--- config.mk ---
export PLATFORM = sky130hd
export DESIGN_NAME = deque_with_value_removal_top
export DESIGN_NICKNAME = d
export VERILOG_FILES = /design/src/rtl/dq_pkg.sv /design/src/rtl/dq_ctrl.sv /design/src/rtl/dq_dp.sv /design/src/rtl/deque_with_value_removal_top.sv
export SDC_FILE = /design/constraint.sdc
export NUM_CORES = 2
export LEC_CHECK = 0
export ABC_AREA = 1
export BUFFER_PORTS_ARGS = -buffer_cell sky130_fd_sc_hd__buf_2
export CORE_MARGIN = 1
export CORE_UTILIZATION = 35
export DETAILED_ROUTE_END_ITERATION = 10
export PLACE_DENSITY = 0.6
export SETUP_SLACK_MARGIN = 0.3
export SYNTH_ARGS = -nofsm -noshare
export SYNTH_HDL_FRONTEND = slang
export SYNTH_SLANG_ARGS = --single-unit
--- constraint.sdc ---
create_clock -name i_clk -period 3.68 [get_ports i_clk]
set_input_delay 0.184 -clock i_clk [delete_from_list [all_inputs] [get_ports i_clk]]
set_output_delay 0.184 -clock i_clk [all_outputs]
set_load 0.005 [all_outputs]
--- src/rtl/dq_pkg.sv ---
package dq_pkg;

    localparam int CAPACITY   = 32;
    localparam int VALUE_BITS = 32;
    localparam int IDX_W      = $clog2(CAPACITY);
    localparam int CNT_W      = $clog2(CAPACITY + 1);
    localparam int COUNT_W    = 6;
    localparam int CMP_W      = (CNT_W > COUNT_W) ? CNT_W : COUNT_W;

    // Request codes.
    localparam logic [2:0] REQ_PUSH_FRONT = 3'd0;
    localparam logic [2:0] REQ_PUSH_BACK  = 3'd1;
    localparam logic [2:0] REQ_POP_FRONT  = 3'd2;
    localparam logic [2:0] REQ_POP_BACK   = 3'd3;
    localparam logic [2:0] REQ_REMOVE     = 3'd4;
    localparam logic [2:0] REQ_READ_FIRST = 3'd5;
    localparam logic [2:0] REQ_READ_LAST  = 3'd6;

    // Status codes.
    localparam logic [1:0] STAT_OK         = 2'd0;
    localparam logic [1:0] STAT_FULL       = 2'd1;
    localparam logic [1:0] STAT_EMPTY      = 2'd2;
    localparam logic [1:0] STAT_COUNT_ZERO = 2'd3;

    typedef struct packed {
        logic [2:0]         req_type;
        logic signed [31:0] key;
        logic [COUNT_W-1:0] count;
    } t_req;

    typedef struct packed {
        logic signed [31:0] value;
        logic [1:0]         status;
        logic               last_of_run;
    } t_res;

    typedef enum logic [2:0] {
        ST_IDLE,
        ST_EXEC,
        ST_POP_WAIT,
        ST_RM_SCAN,
        ST_RD_SCAN
    } t_state;

    typedef struct packed {
        logic       load;
        logic       push;
        logic       pop;
        logic       pop_emit;
        logic       rm_init;
        logic       rm_step;
        logic       rm_finish;
        logic       rd_init;
        logic       rd_step;
        logic       emit_code_en;
        logic [1:0] emit_code;
    } t_cmd;

    typedef struct packed {
        logic [2:0] req_type;
        logic       full;
        logic       empty;
        logic       cnt_zero;
        logic       rm_done;
        logic       rd_done;
    } t_stat;

    // Slot of the entry at a given position from the front, modulo the capacity.
    function automatic logic [IDX_W-1:0] slot_of(input logic [IDX_W-1:0] base,
                                                  input logic [CNT_W-1:0] off);
        logic [CNT_W:0] s;
        s = (CNT_W + 1)'(base) + (CNT_W + 1)'(off);
        if (s >= (CNT_W + 1)'(CAPACITY)) begin
            s = s - (CNT_W + 1)'(CAPACITY);
        end
        return s[IDX_W-1:0];
    endfunction

    function automatic logic [VALUE_BITS-1:0] key_to_entry(input logic signed [31:0] key);
        logic signed [63:0] t;
        t = 64'(key);
        return t[VALUE_BITS-1:0];
    endfunction

    function automatic logic signed [31:0] entry_to_out(input logic [VALUE_BITS-1:0] e);
        logic signed [63:0] t;
        t = 64'(signed'(e));
        return t[31:0];
    endfunction

endpackage

--- src/rtl/dq_ctrl.sv ---
module dq_ctrl (
    input  logic          i_clk,
    input  logic          i_rst_n,
    input  logic          i_start,
    input  dq_pkg::t_stat i_stat,
    output dq_pkg::t_cmd  o_cmd,
    output logic          o_busy
);

    dq_pkg::t_state r_state;
    dq_pkg::t_state n_state;

    always_ff @(posedge i_clk) begin
        if (!i_rst_n) begin
            r_state <= dq_pkg::ST_IDLE;
        end else begin
            r_state <= n_state;
        end
    end

    always_comb begin
        n_state = r_state;
        o_cmd   = '0;
        unique case (r_state)
            dq_pkg::ST_IDLE: begin
                if (i_start) begin
                    o_cmd.load = 1'b1;
                    n_state    = dq_pkg::ST_EXEC;
                end
            end
            dq_pkg::ST_EXEC: begin
                n_state = dq_pkg::ST_IDLE;
                unique case (i_stat.req_type) inside
                    dq_pkg::REQ_PUSH_FRONT, dq_pkg::REQ_PUSH_BACK: begin
                        o_cmd.emit_code_en = 1'b1;
                        if (i_stat.full) begin
                            o_cmd.emit_code = dq_pkg::STAT_FULL;
                        end else begin
                            o_cmd.push      = 1'b1;
                            o_cmd.emit_code = dq_pkg::STAT_OK;
                        end
                    end
                    dq_pkg::REQ_POP_FRONT, dq_pkg::REQ_POP_BACK: begin
                        if (i_stat.empty) begin
                            o_cmd.emit_code_en = 1'b1;
                            o_cmd.emit_code    = dq_pkg::STAT_EMPTY;
                        end else begin
                            o_cmd.pop = 1'b1;
                            n_state   = dq_pkg::ST_POP_WAIT;
                        end
                    end
                    dq_pkg::REQ_REMOVE: begin
                        o_cmd.rm_init = 1'b1;
                        n_state       = dq_pkg::ST_RM_SCAN;
                    end
                    dq_pkg::REQ_READ_FIRST, dq_pkg::REQ_READ_LAST: begin
                        if (i_stat.empty) begin
                            o_cmd.emit_code_en = 1'b1;
                            o_cmd.emit_code    = dq_pkg::STAT_EMPTY;
                        end else if (i_stat.cnt_zero) begin
                            o_cmd.emit_code_en = 1'b1;
                            o_cmd.emit_code    = dq_pkg::STAT_COUNT_ZERO;
                        end else begin
                            o_cmd.rd_init = 1'b1;
                            n_state       = dq_pkg::ST_RD_SCAN;
                        end
                    end
                    default: begin
                        // Unused request code: no result and no change.
                    end
                endcase
            end
            dq_pkg::ST_POP_WAIT: begin
                o_cmd.pop_emit = 1'b1;
                n_state        = dq_pkg::ST_IDLE;
            end
            dq_pkg::ST_RM_SCAN: begin
                if (i_stat.rm_done) begin
                    o_cmd.rm_finish = 1'b1;
                    n_state         = dq_pkg::ST_IDLE;
                end else begin
                    o_cmd.rm_step = 1'b1;
                end
            end
            dq_pkg::ST_RD_SCAN: begin
                if (i_stat.rd_done) begin
                    n_state = dq_pkg::ST_IDLE;
                end else begin
                    o_cmd.rd_step = 1'b1;
                end
            end
            default: begin
                n_state = dq_pkg::ST_IDLE;
            end
        endcase
    end

    assign o_busy = (r_state != dq_pkg::ST_IDLE);

endmodule

--- src/rtl/dq_dp.sv ---
module dq_dp (
    input  logic          i_clk,
    input  logic          i_rst_n,
    input  dq_pkg::t_req  i_req,
    input  dq_pkg::t_cmd  i_cmd,
    output dq_pkg::t_stat o_stat,
    output logic          o_strobe,
    output dq_pkg::t_res  o_res
);

    logic [dq_pkg::VALUE_BITS-1:0] r_mem [dq_pkg::CAPACITY];
    logic [dq_pkg::VALUE_BITS-1:0] r_rdata;

    dq_pkg::t_req               r_req,   n_req;
    logic [dq_pkg::IDX_W-1:0]   r_front, n_front;
    logic [dq_pkg::CNT_W-1:0]   r_occ,   n_occ;
    logic [dq_pkg::CNT_W-1:0]   r_pos,   n_pos;
    logic [dq_pkg::CNT_W-1:0]   r_wcnt,  n_wcnt;
    logic [dq_pkg::CNT_W-1:0]   r_left,  n_left;
    logic                       r_pend,  n_pend;
    logic                       r_strobe, n_strobe;
    dq_pkg::t_res               r_res,   n_res;

    logic                          rd_en;
    logic [dq_pkg::IDX_W-1:0]      rd_addr;
    logic                          we;
    logic [dq_pkg::IDX_W-1:0]      wr_addr;
    logic [dq_pkg::VALUE_BITS-1:0] wr_data;

    logic [dq_pkg::VALUE_BITS-1:0] key_ent;
    logic [dq_pkg::IDX_W-1:0]      front_dec;
    logic [dq_pkg::IDX_W-1:0]      front_inc;
    logic [dq_pkg::CMP_W-1:0]      cnt_ext;
    logic [dq_pkg::CMP_W-1:0]      occ_ext;
    logic [dq_pkg::CNT_W-1:0]      rd_num;

    assign key_ent   = dq_pkg::key_to_entry(r_req.key);
    assign front_dec = (r_front == '0) ? dq_pkg::IDX_W'(dq_pkg::CAPACITY - 1)
                                       : r_front - 1'b1;
    assign front_inc = (r_front == dq_pkg::IDX_W'(dq_pkg::CAPACITY - 1)) ? '0
                                       : r_front + 1'b1;
    assign cnt_ext   = dq_pkg::CMP_W'(r_req.count);
    assign occ_ext   = dq_pkg::CMP_W'(r_occ);
    assign rd_num    = (cnt_ext < occ_ext) ? dq_pkg::CNT_W'(cnt_ext) : r_occ;

    always_comb begin
        n_req    = r_req;
        n_front  = r_front;
        n_occ    = r_occ;
        n_pos    = r_pos;
        n_wcnt   = r_wcnt;
        n_left   = r_left;
        n_pend   = r_pend;
        n_strobe = 1'b0;
        n_res    = r_res;
        rd_en    = 1'b0;
        rd_addr  = dq_pkg::slot_of(r_front, r_pos);
        we       = 1'b0;
        wr_addr  = dq_pkg::slot_of(r_front, r_occ);
        wr_data  = key_ent;

        if (i_cmd.load) begin
            n_req = i_req;
        end

        if (i_cmd.push) begin
            we    = 1'b1;
            n_occ = r_occ + 1'b1;
            if (r_req.req_type == dq_pkg::REQ_PUSH_FRONT) begin
                n_front = front_dec;
                wr_addr = front_dec;
            end
        end

        if (i_cmd.pop) begin
            rd_en = 1'b1;
            n_occ = r_occ - 1'b1;
            if (r_req.req_type == dq_pkg::REQ_POP_FRONT) begin
                rd_addr = r_front;
                n_front = front_inc;
            end else begin
                rd_addr = dq_pkg::slot_of(r_front, r_occ - 1'b1);
            end
            // The last entry leaving puts the front back at slot zero.
            if (r_occ == dq_pkg::CNT_W'(1)) begin
                n_front = '0;
            end
        end

        if (i_cmd.pop_emit) begin
            n_strobe          = 1'b1;
            n_res.value       = dq_pkg::entry_to_out(r_rdata);
            n_res.status      = dq_pkg::STAT_OK;
            n_res.last_of_run = 1'b1;
        end

        if (i_cmd.rm_init) begin
            n_pos  = '0;
            n_wcnt = '0;
            n_pend = 1'b0;
        end

        // Compaction: reads run one entry ahead of the compare, and kept
        // entries are written back at the write count, which trails the read.
        if (i_cmd.rm_step) begin
            if (r_pos < r_occ) begin
                rd_en  = 1'b1;
                n_pos  = r_pos + 1'b1;
                n_pend = 1'b1;
            end else begin
                n_pend = 1'b0;
            end
            if (r_pend && (r_rdata != key_ent)) begin
                we      = 1'b1;
                wr_addr = dq_pkg::slot_of(r_front, r_wcnt);
                wr_data = r_rdata;
                n_wcnt  = r_wcnt + 1'b1;
            end
        end

        if (i_cmd.rm_finish) begin
            n_occ = r_wcnt;
            if (r_wcnt == '0) begin
                n_front = '0;
            end
            n_strobe          = 1'b1;
            n_res.value       = 32'(r_occ - r_wcnt);
            n_res.status      = dq_pkg::STAT_OK;
            n_res.last_of_run = 1'b1;
        end

        if (i_cmd.rd_init) begin
            n_left = rd_num;
            n_pend = 1'b0;
            if (r_req.req_type == dq_pkg::REQ_READ_FIRST) begin
                n_pos = '0;
            end else begin
                n_pos = r_occ - rd_num;
            end
        end

        if (i_cmd.rd_step) begin
            if (r_left != '0) begin
                rd_en  = 1'b1;
                n_pos  = r_pos + 1'b1;
                n_left = r_left - 1'b1;
                n_pend = 1'b1;
            end else begin
                n_pend = 1'b0;
            end
            if (r_pend) begin
                n_strobe          = 1'b1;
                n_res.value       = dq_pkg::entry_to_out(r_rdata);
                n_res.status      = dq_pkg::STAT_OK;
                n_res.last_of_run = (r_left == '0);
            end
        end

        if (i_cmd.emit_code_en) begin
            n_strobe          = 1'b1;
            n_res.value       = '0;
            n_res.status      = i_cmd.emit_code;
            n_res.last_of_run = 1'b1;
        end
    end

    always_ff @(posedge i_clk) begin
        if (!i_rst_n) begin
            r_front  <= '0;
            r_occ    <= '0;
            r_pend   <= 1'b0;
            r_strobe <= 1'b0;
        end else begin
            r_front  <= n_front;
            r_occ    <= n_occ;
            r_pend   <= n_pend;
            r_strobe <= n_strobe;
        end
    end

    always_ff @(posedge i_clk) begin
        r_req  <= n_req;
        r_pos  <= n_pos;
        r_wcnt <= n_wcnt;
        r_left <= n_left;
        r_res  <= n_res;
    end

    always_ff @(posedge i_clk) begin
        if (we) begin
            r_mem[wr_addr] <= wr_data;
        end
        if (rd_en) begin
            r_rdata <= r_mem[rd_addr];
        end
    end

    assign o_stat.req_type = r_req.req_type;
    assign o_stat.full     = (r_occ == dq_pkg::CNT_W'(dq_pkg::CAPACITY));
    assign o_stat.empty    = (r_occ == '0);
    assign o_stat.cnt_zero = (r_req.count == '0);
    assign o_stat.rm_done  = (r_pos == r_occ) && !r_pend;
    assign o_stat.rd_done  = (r_left == '0) && !r_pend;

    assign o_strobe = r_strobe;
    assign o_res    = r_res;

    a_occ_bound: assert property (@(posedge i_clk) disable iff (!i_rst_n)
        r_occ <= dq_pkg::CNT_W'(dq_pkg::CAPACITY))
        else $error("occupancy above capacity");

    a_empty_front: assert property (@(posedge i_clk) disable iff (!i_rst_n)
        (r_occ == '0) |-> (r_front == '0))
        else $error("empty store with front away from slot zero");

    a_no_overlap: assert property (@(posedge i_clk) disable iff (!i_rst_n)
        (we && rd_en) |-> (wr_addr != rd_addr))
        else $error("read and write of the same slot in one cycle");

    a_pend_follows_read: assert property (@(posedge i_clk) disable iff (!i_rst_n)
        $rose(r_pend) |-> $past(rd_en))
        else $error("pending data without a preceding read");

endmodule

--- src/rtl/deque_with_value_removal_top.sv ---
// Bounded double-ended queue of signed values with removal by value.
// A request is presented on i_req and transferred at a rising edge where
// start is high and busy is low. busy stays high until every result of that
// request has been launched. Each result is presented on o_res with o_strobe
// high for exactly one cycle; the receiver cannot stall, so it must take each
// transfer as it comes. o_res.last_of_run marks the final result of a request.
// Remove value compacts the store entry by entry through the single memory
// read and write port. Read first or last n moves one entry per cycle through
// the memory read port, n being the number of entries read.
// Request code 7 produces no result.
// Reset is synchronous: the store is left empty with its front at slot zero.
// Stored entries themselves are not cleared, so no clearing pass is needed.
module deque_with_value_removal_top (
    input  logic         i_clk,
    input  logic         i_rst_n,
    input  logic         start,
    output logic         busy,
    input  dq_pkg::t_req i_req,
    output logic         o_strobe,
    output dq_pkg::t_res o_res
);

    dq_pkg::t_cmd  cmd;
    dq_pkg::t_stat stat;

    dq_ctrl u_ctrl (
        .i_clk   (i_clk),
        .i_rst_n (i_rst_n),
        .i_start (start),
        .i_stat  (stat),
        .o_cmd   (cmd),
        .o_busy  (busy)
    );

    dq_dp u_dp (
        .i_clk    (i_clk),
        .i_rst_n  (i_rst_n),
        .i_req    (i_req),
        .i_cmd    (cmd),
        .o_stat   (stat),
        .o_strobe (o_strobe),
        .o_res    (o_res)
    );

endmodule
==> out/qor.csv <==
metric;value;unit
synth_edf_count;1097;
netlist_top_cells_area;edfxtp_1, nand2_1, nand3_1;
reg2reg_slack;0.43;ns
antenna_found_initial;1;
synth_area;51100;sq um
via_per_inst;5.10;
ys_seq_area_frac;0.672;
drive_above_1_share;0.117;
layout.nets;5120;
cp_slowest_cell;fa_1;
die_h;384;um
yosysWarnings;0;
async_flop_share;0;
timing.rr.end;u_dp.r_mem[20][19]$_DFFE_PP_;
dieArea;147000;sq um
min_period;3.25;ns
avgSynthCellArea;10.6;sq um
wl;150000;um
dp_cells;6749;
synthTopCellsByCount;nand2_1, edfxtp_1, inv_1;
report.final.slew_viol_count;0;
avgRoutedWirePerCell;21.3;um
cp-start-kind;flop;
crit_path_end;u_dp.r_mem[20][19]$_DFFE_PP_;
path_clk_slew;0.06;ns
drtPass1Iterations;6;
drt-initial-drc-count;4864;
synth_nets;4897;
endpoint_kind;flop;
critical_path_arrival;3.65;ns
hold_viol;0;
power.density;695;nW/um^2
area_growth;17.9;%
num_vias;35900;
grt_max_degree;110;
grt_pass1_wl;217000;um
p_leak;24.2;nW
gp_congestion;0.877;
synth_top_area_frac;0.645;
crit_cells;17;
worst_path_largest_cell_delay;0.40;ns
max_slew_margin;0.116;
ys_seq_elements;1166;
yosysUniqueCellTypes;48;
cp_common_cell;nand2_1;
critPathTopFamily;buffers and inverters;
placed_area;55600;sq um
root_buffer;clkbuf_16;
worstPathRequired;4.07;ns
cts_buffer_depth;3;
htreeDepth;3;
status;finished, final reports clean;
rsz0062_at_grt;true;
max_cap_viol_count;0;
design_area;60200;sq um
ir_drop;0.453;mV
crit_start;u_dp.occ_ext[0]$_SDFFE_PN0P_;
ys.flop_type;edfxtp_1;
synth_area_leader_cell;edfxtp_1;
initial_utilization;0.354;
cts-buffers-inserted;119;
fmax;307;MHz
worstRegToRegCells;17;
setup_viol;0;
synthCells;4800;
path_cells;buf_4, ha_1, fa_1, nand3_1, nand2_1, xor2_1, nand2_1, o21ai_1, inv_1, nand2_1, o21ai_2, inv_1, nor2_1, nand2_1, buf_4, nor2_4, buf_12;
hold_class;input pin to flop;
p_total;41.8;mW
instances_no_fill;7033;
hpwl;90300;um
grt_pass1_vias;33200;
clkLatencyLatePin;0.73;ns
port_buffers;80;
grt_usage;0.197;
grt_remaining_overflow;0;
design.portCount;81;
drc;0;
core-area;144000;sq um
cts_tree;built;
critPathMaxFanout;19;
reg2reg_from;u_dp.occ_ext[0]$_SDFFE_PN0P_;
synth.most_common_cell;nand2_1;
fin_crit_sh;0.884;
clkSinkCount;1166;
tightest_slew;1.33;ns
fillers;13400;
antenna_left;0;
row_count;139;
skew;0.0305;ns
min_from;i_req[3];
critPathBufInv;5;
worstSetupPathType;flop to flop;
die_w;384;um
-- stage by stage --
| step | worst slack (ns) | utilization | TNS, ns | hold slack (ns) |
|---|---|---|---|---|
| floorplan | -0.196 | - | -192.32 | 0.283 |
| global placement | 0.398 | 0.386 | 0 | 0.364 |
| detailed placement | 0.367 | 0.386 | 0 | 0.364 |
| CTS | 0.353 | 0.415 | 0 | 0.150 |
| global route | 0.276 | 0.417 | 0 | 0.183 |
| finish | 0.426 | 0.417 | 0 | 0.185 |
-- kinds of logic (layout without fill, tap and decap cells) --
group | count (synthesis) | count (layout) | synth area share
fa+ha+maj | 53 | 53 | 0.0139
xor+xnor | 49 | 49 | 0.00841
flops | 1166 | 1166 | 0.672
compound gates | 544 | 544 | 0.0629
other cells | 0 | 1 | 0
simple gates | 2184 | 2184 | 0.176
buf+inv | 804 | 1133 | 0.0668
-- registers in the layout, summed over array words and instances, names as in the netlist --
signal and cells:
u_dp.r_rdata 32, u_dp.r_front 5, u_dp.o_stat 3, u_dp.cnt_ext 6, u_dp.o_res 35, u_dp.occ_ext 6, u_dp.r_pend 1, u_dp.r_pos 6
u_dp.key_ent 32, u_ctrl.r_state 3, u_dp.r_mem 1024, u_dp.r_wcnt 6, u_dp.o_strobe 1, u_dp.r_left 6
-- placed cells by master, fill, tap and decap left out, types with 6 or more instances in the layout --
cell type / synthesis / routed
nand2_1: 1543 / 1535
edfxtp_1: 1097 / 1097
inv_1: 545 / 542
nand3_1: 496 / 494
o21ai_0: 296 / 265
o211ai_1: 166 / 166
buf_4: 16 / 130
clkbuf_16: 0 / 128
buf_12: 0 / 85
buf_2: 110 / 80
dfxtp_1: 69 / 67
nor2_1: 99 / 65
a21oi_1: 50 / 50
ha_1: 47 / 47
dlygate4sd3_1: 0 / 43
nor2_4: 1 / 34
clkbuf_1: 73 / 30
o21ai_2: 1 / 29
xnor2_1: 29 / 28
clkinv_2: 0 / 24
clkinv_1: 3 / 22
xor2_1: 20 / 20
or2_2: 14 / 14
nor3_1: 13 / 13
inv_2: 8 / 8
nand4_1: 8 / 8
o21ai_1: 7 / 8
bufinv_16: 0 / 8
nand2_2: 2 / 7
clkinvlp_4: 0 / 6
fa_1: 6 / 6
-- worst min path at each step --
stage / to / slack [ns] / cells after the start
2_1_floorplan: u_dp.cnt_ext[0]$_DFFE_PP_ / 0.28 / 0
3_3_place_gp: u_dp.o_stat[6]$_DFFE_PP_ / 0.36 / 1
3_5_place_dp: u_dp.o_stat[6]$_DFFE_PP_ / 0.36 / 1
4_1_cts: u_dp.o_stat[6]$_DFFE_PP_ / 0.15 / 2
5_1_grt: u_dp.o_stat[7]$_DFFE_PP_ / 0.18 / 2
6_report: u_dp.cnt_ext[3]$_DFFE_PP_ / 0.18 / 2
-- power by group --
group	internal [mW]	leakage [nW]	switching [mW]
sequential	15.3	10.5	0.360
clock	6.78	1.88	5.15
combinational	4.50	11.9	9.79
-- final cells by class --
type	instances	area, sq um	area share
timing repair buffer	350	3740	0.0622
clock inverter	69	574	0.00954
clock buffer	158	3260	0.0542
multi-input combinational	2830	13800	0.229
inverter	556	2120	0.0352
sequential	1166	34300	0.570
antenna	1	2.50	0.0000416
tap	1903	2380	0.0396
-- layer usage --
layer,share of wire,global-route usage,wire length [um],vias up
met5,0,0,0,-
met4,0.024,0.0519,3650,0
met3,0.089,0.0363,13400,231
li1,-,-,-,16700
met2,0.45,0.309,68000,1605
met1,0.43,0.280,64500,17300
-- worst reg2reg max path, stage by stage, from the launching register on --
cell and delay [ns]:
dfxtp_1 0.31, buf_4 0.17, ha_1 0.23, fa_1 0.41
nand3_1 0.08, nand2_1 0.07, xor2_1 0.14, nand2_1 0.07
o21ai_1 0.07, inv_1 0.05, nand2_1 0.07, o21ai_2 0.20
inv_1 0.14, nor2_1 0.23, nand2_1 0.08, buf_4 0.18
nor2_4 0.17, buf_12 0.25
-- what timing repair did --
action / CTS / global route
endpoints found under the hold margin: 63 / 0
hold buffers: 43 / 0
resized for setup: 0 / 22
setup buffers: 0 / 8
endpoints found under the setup margin: 0 / 826
Power figures use the tool's default switching activity.
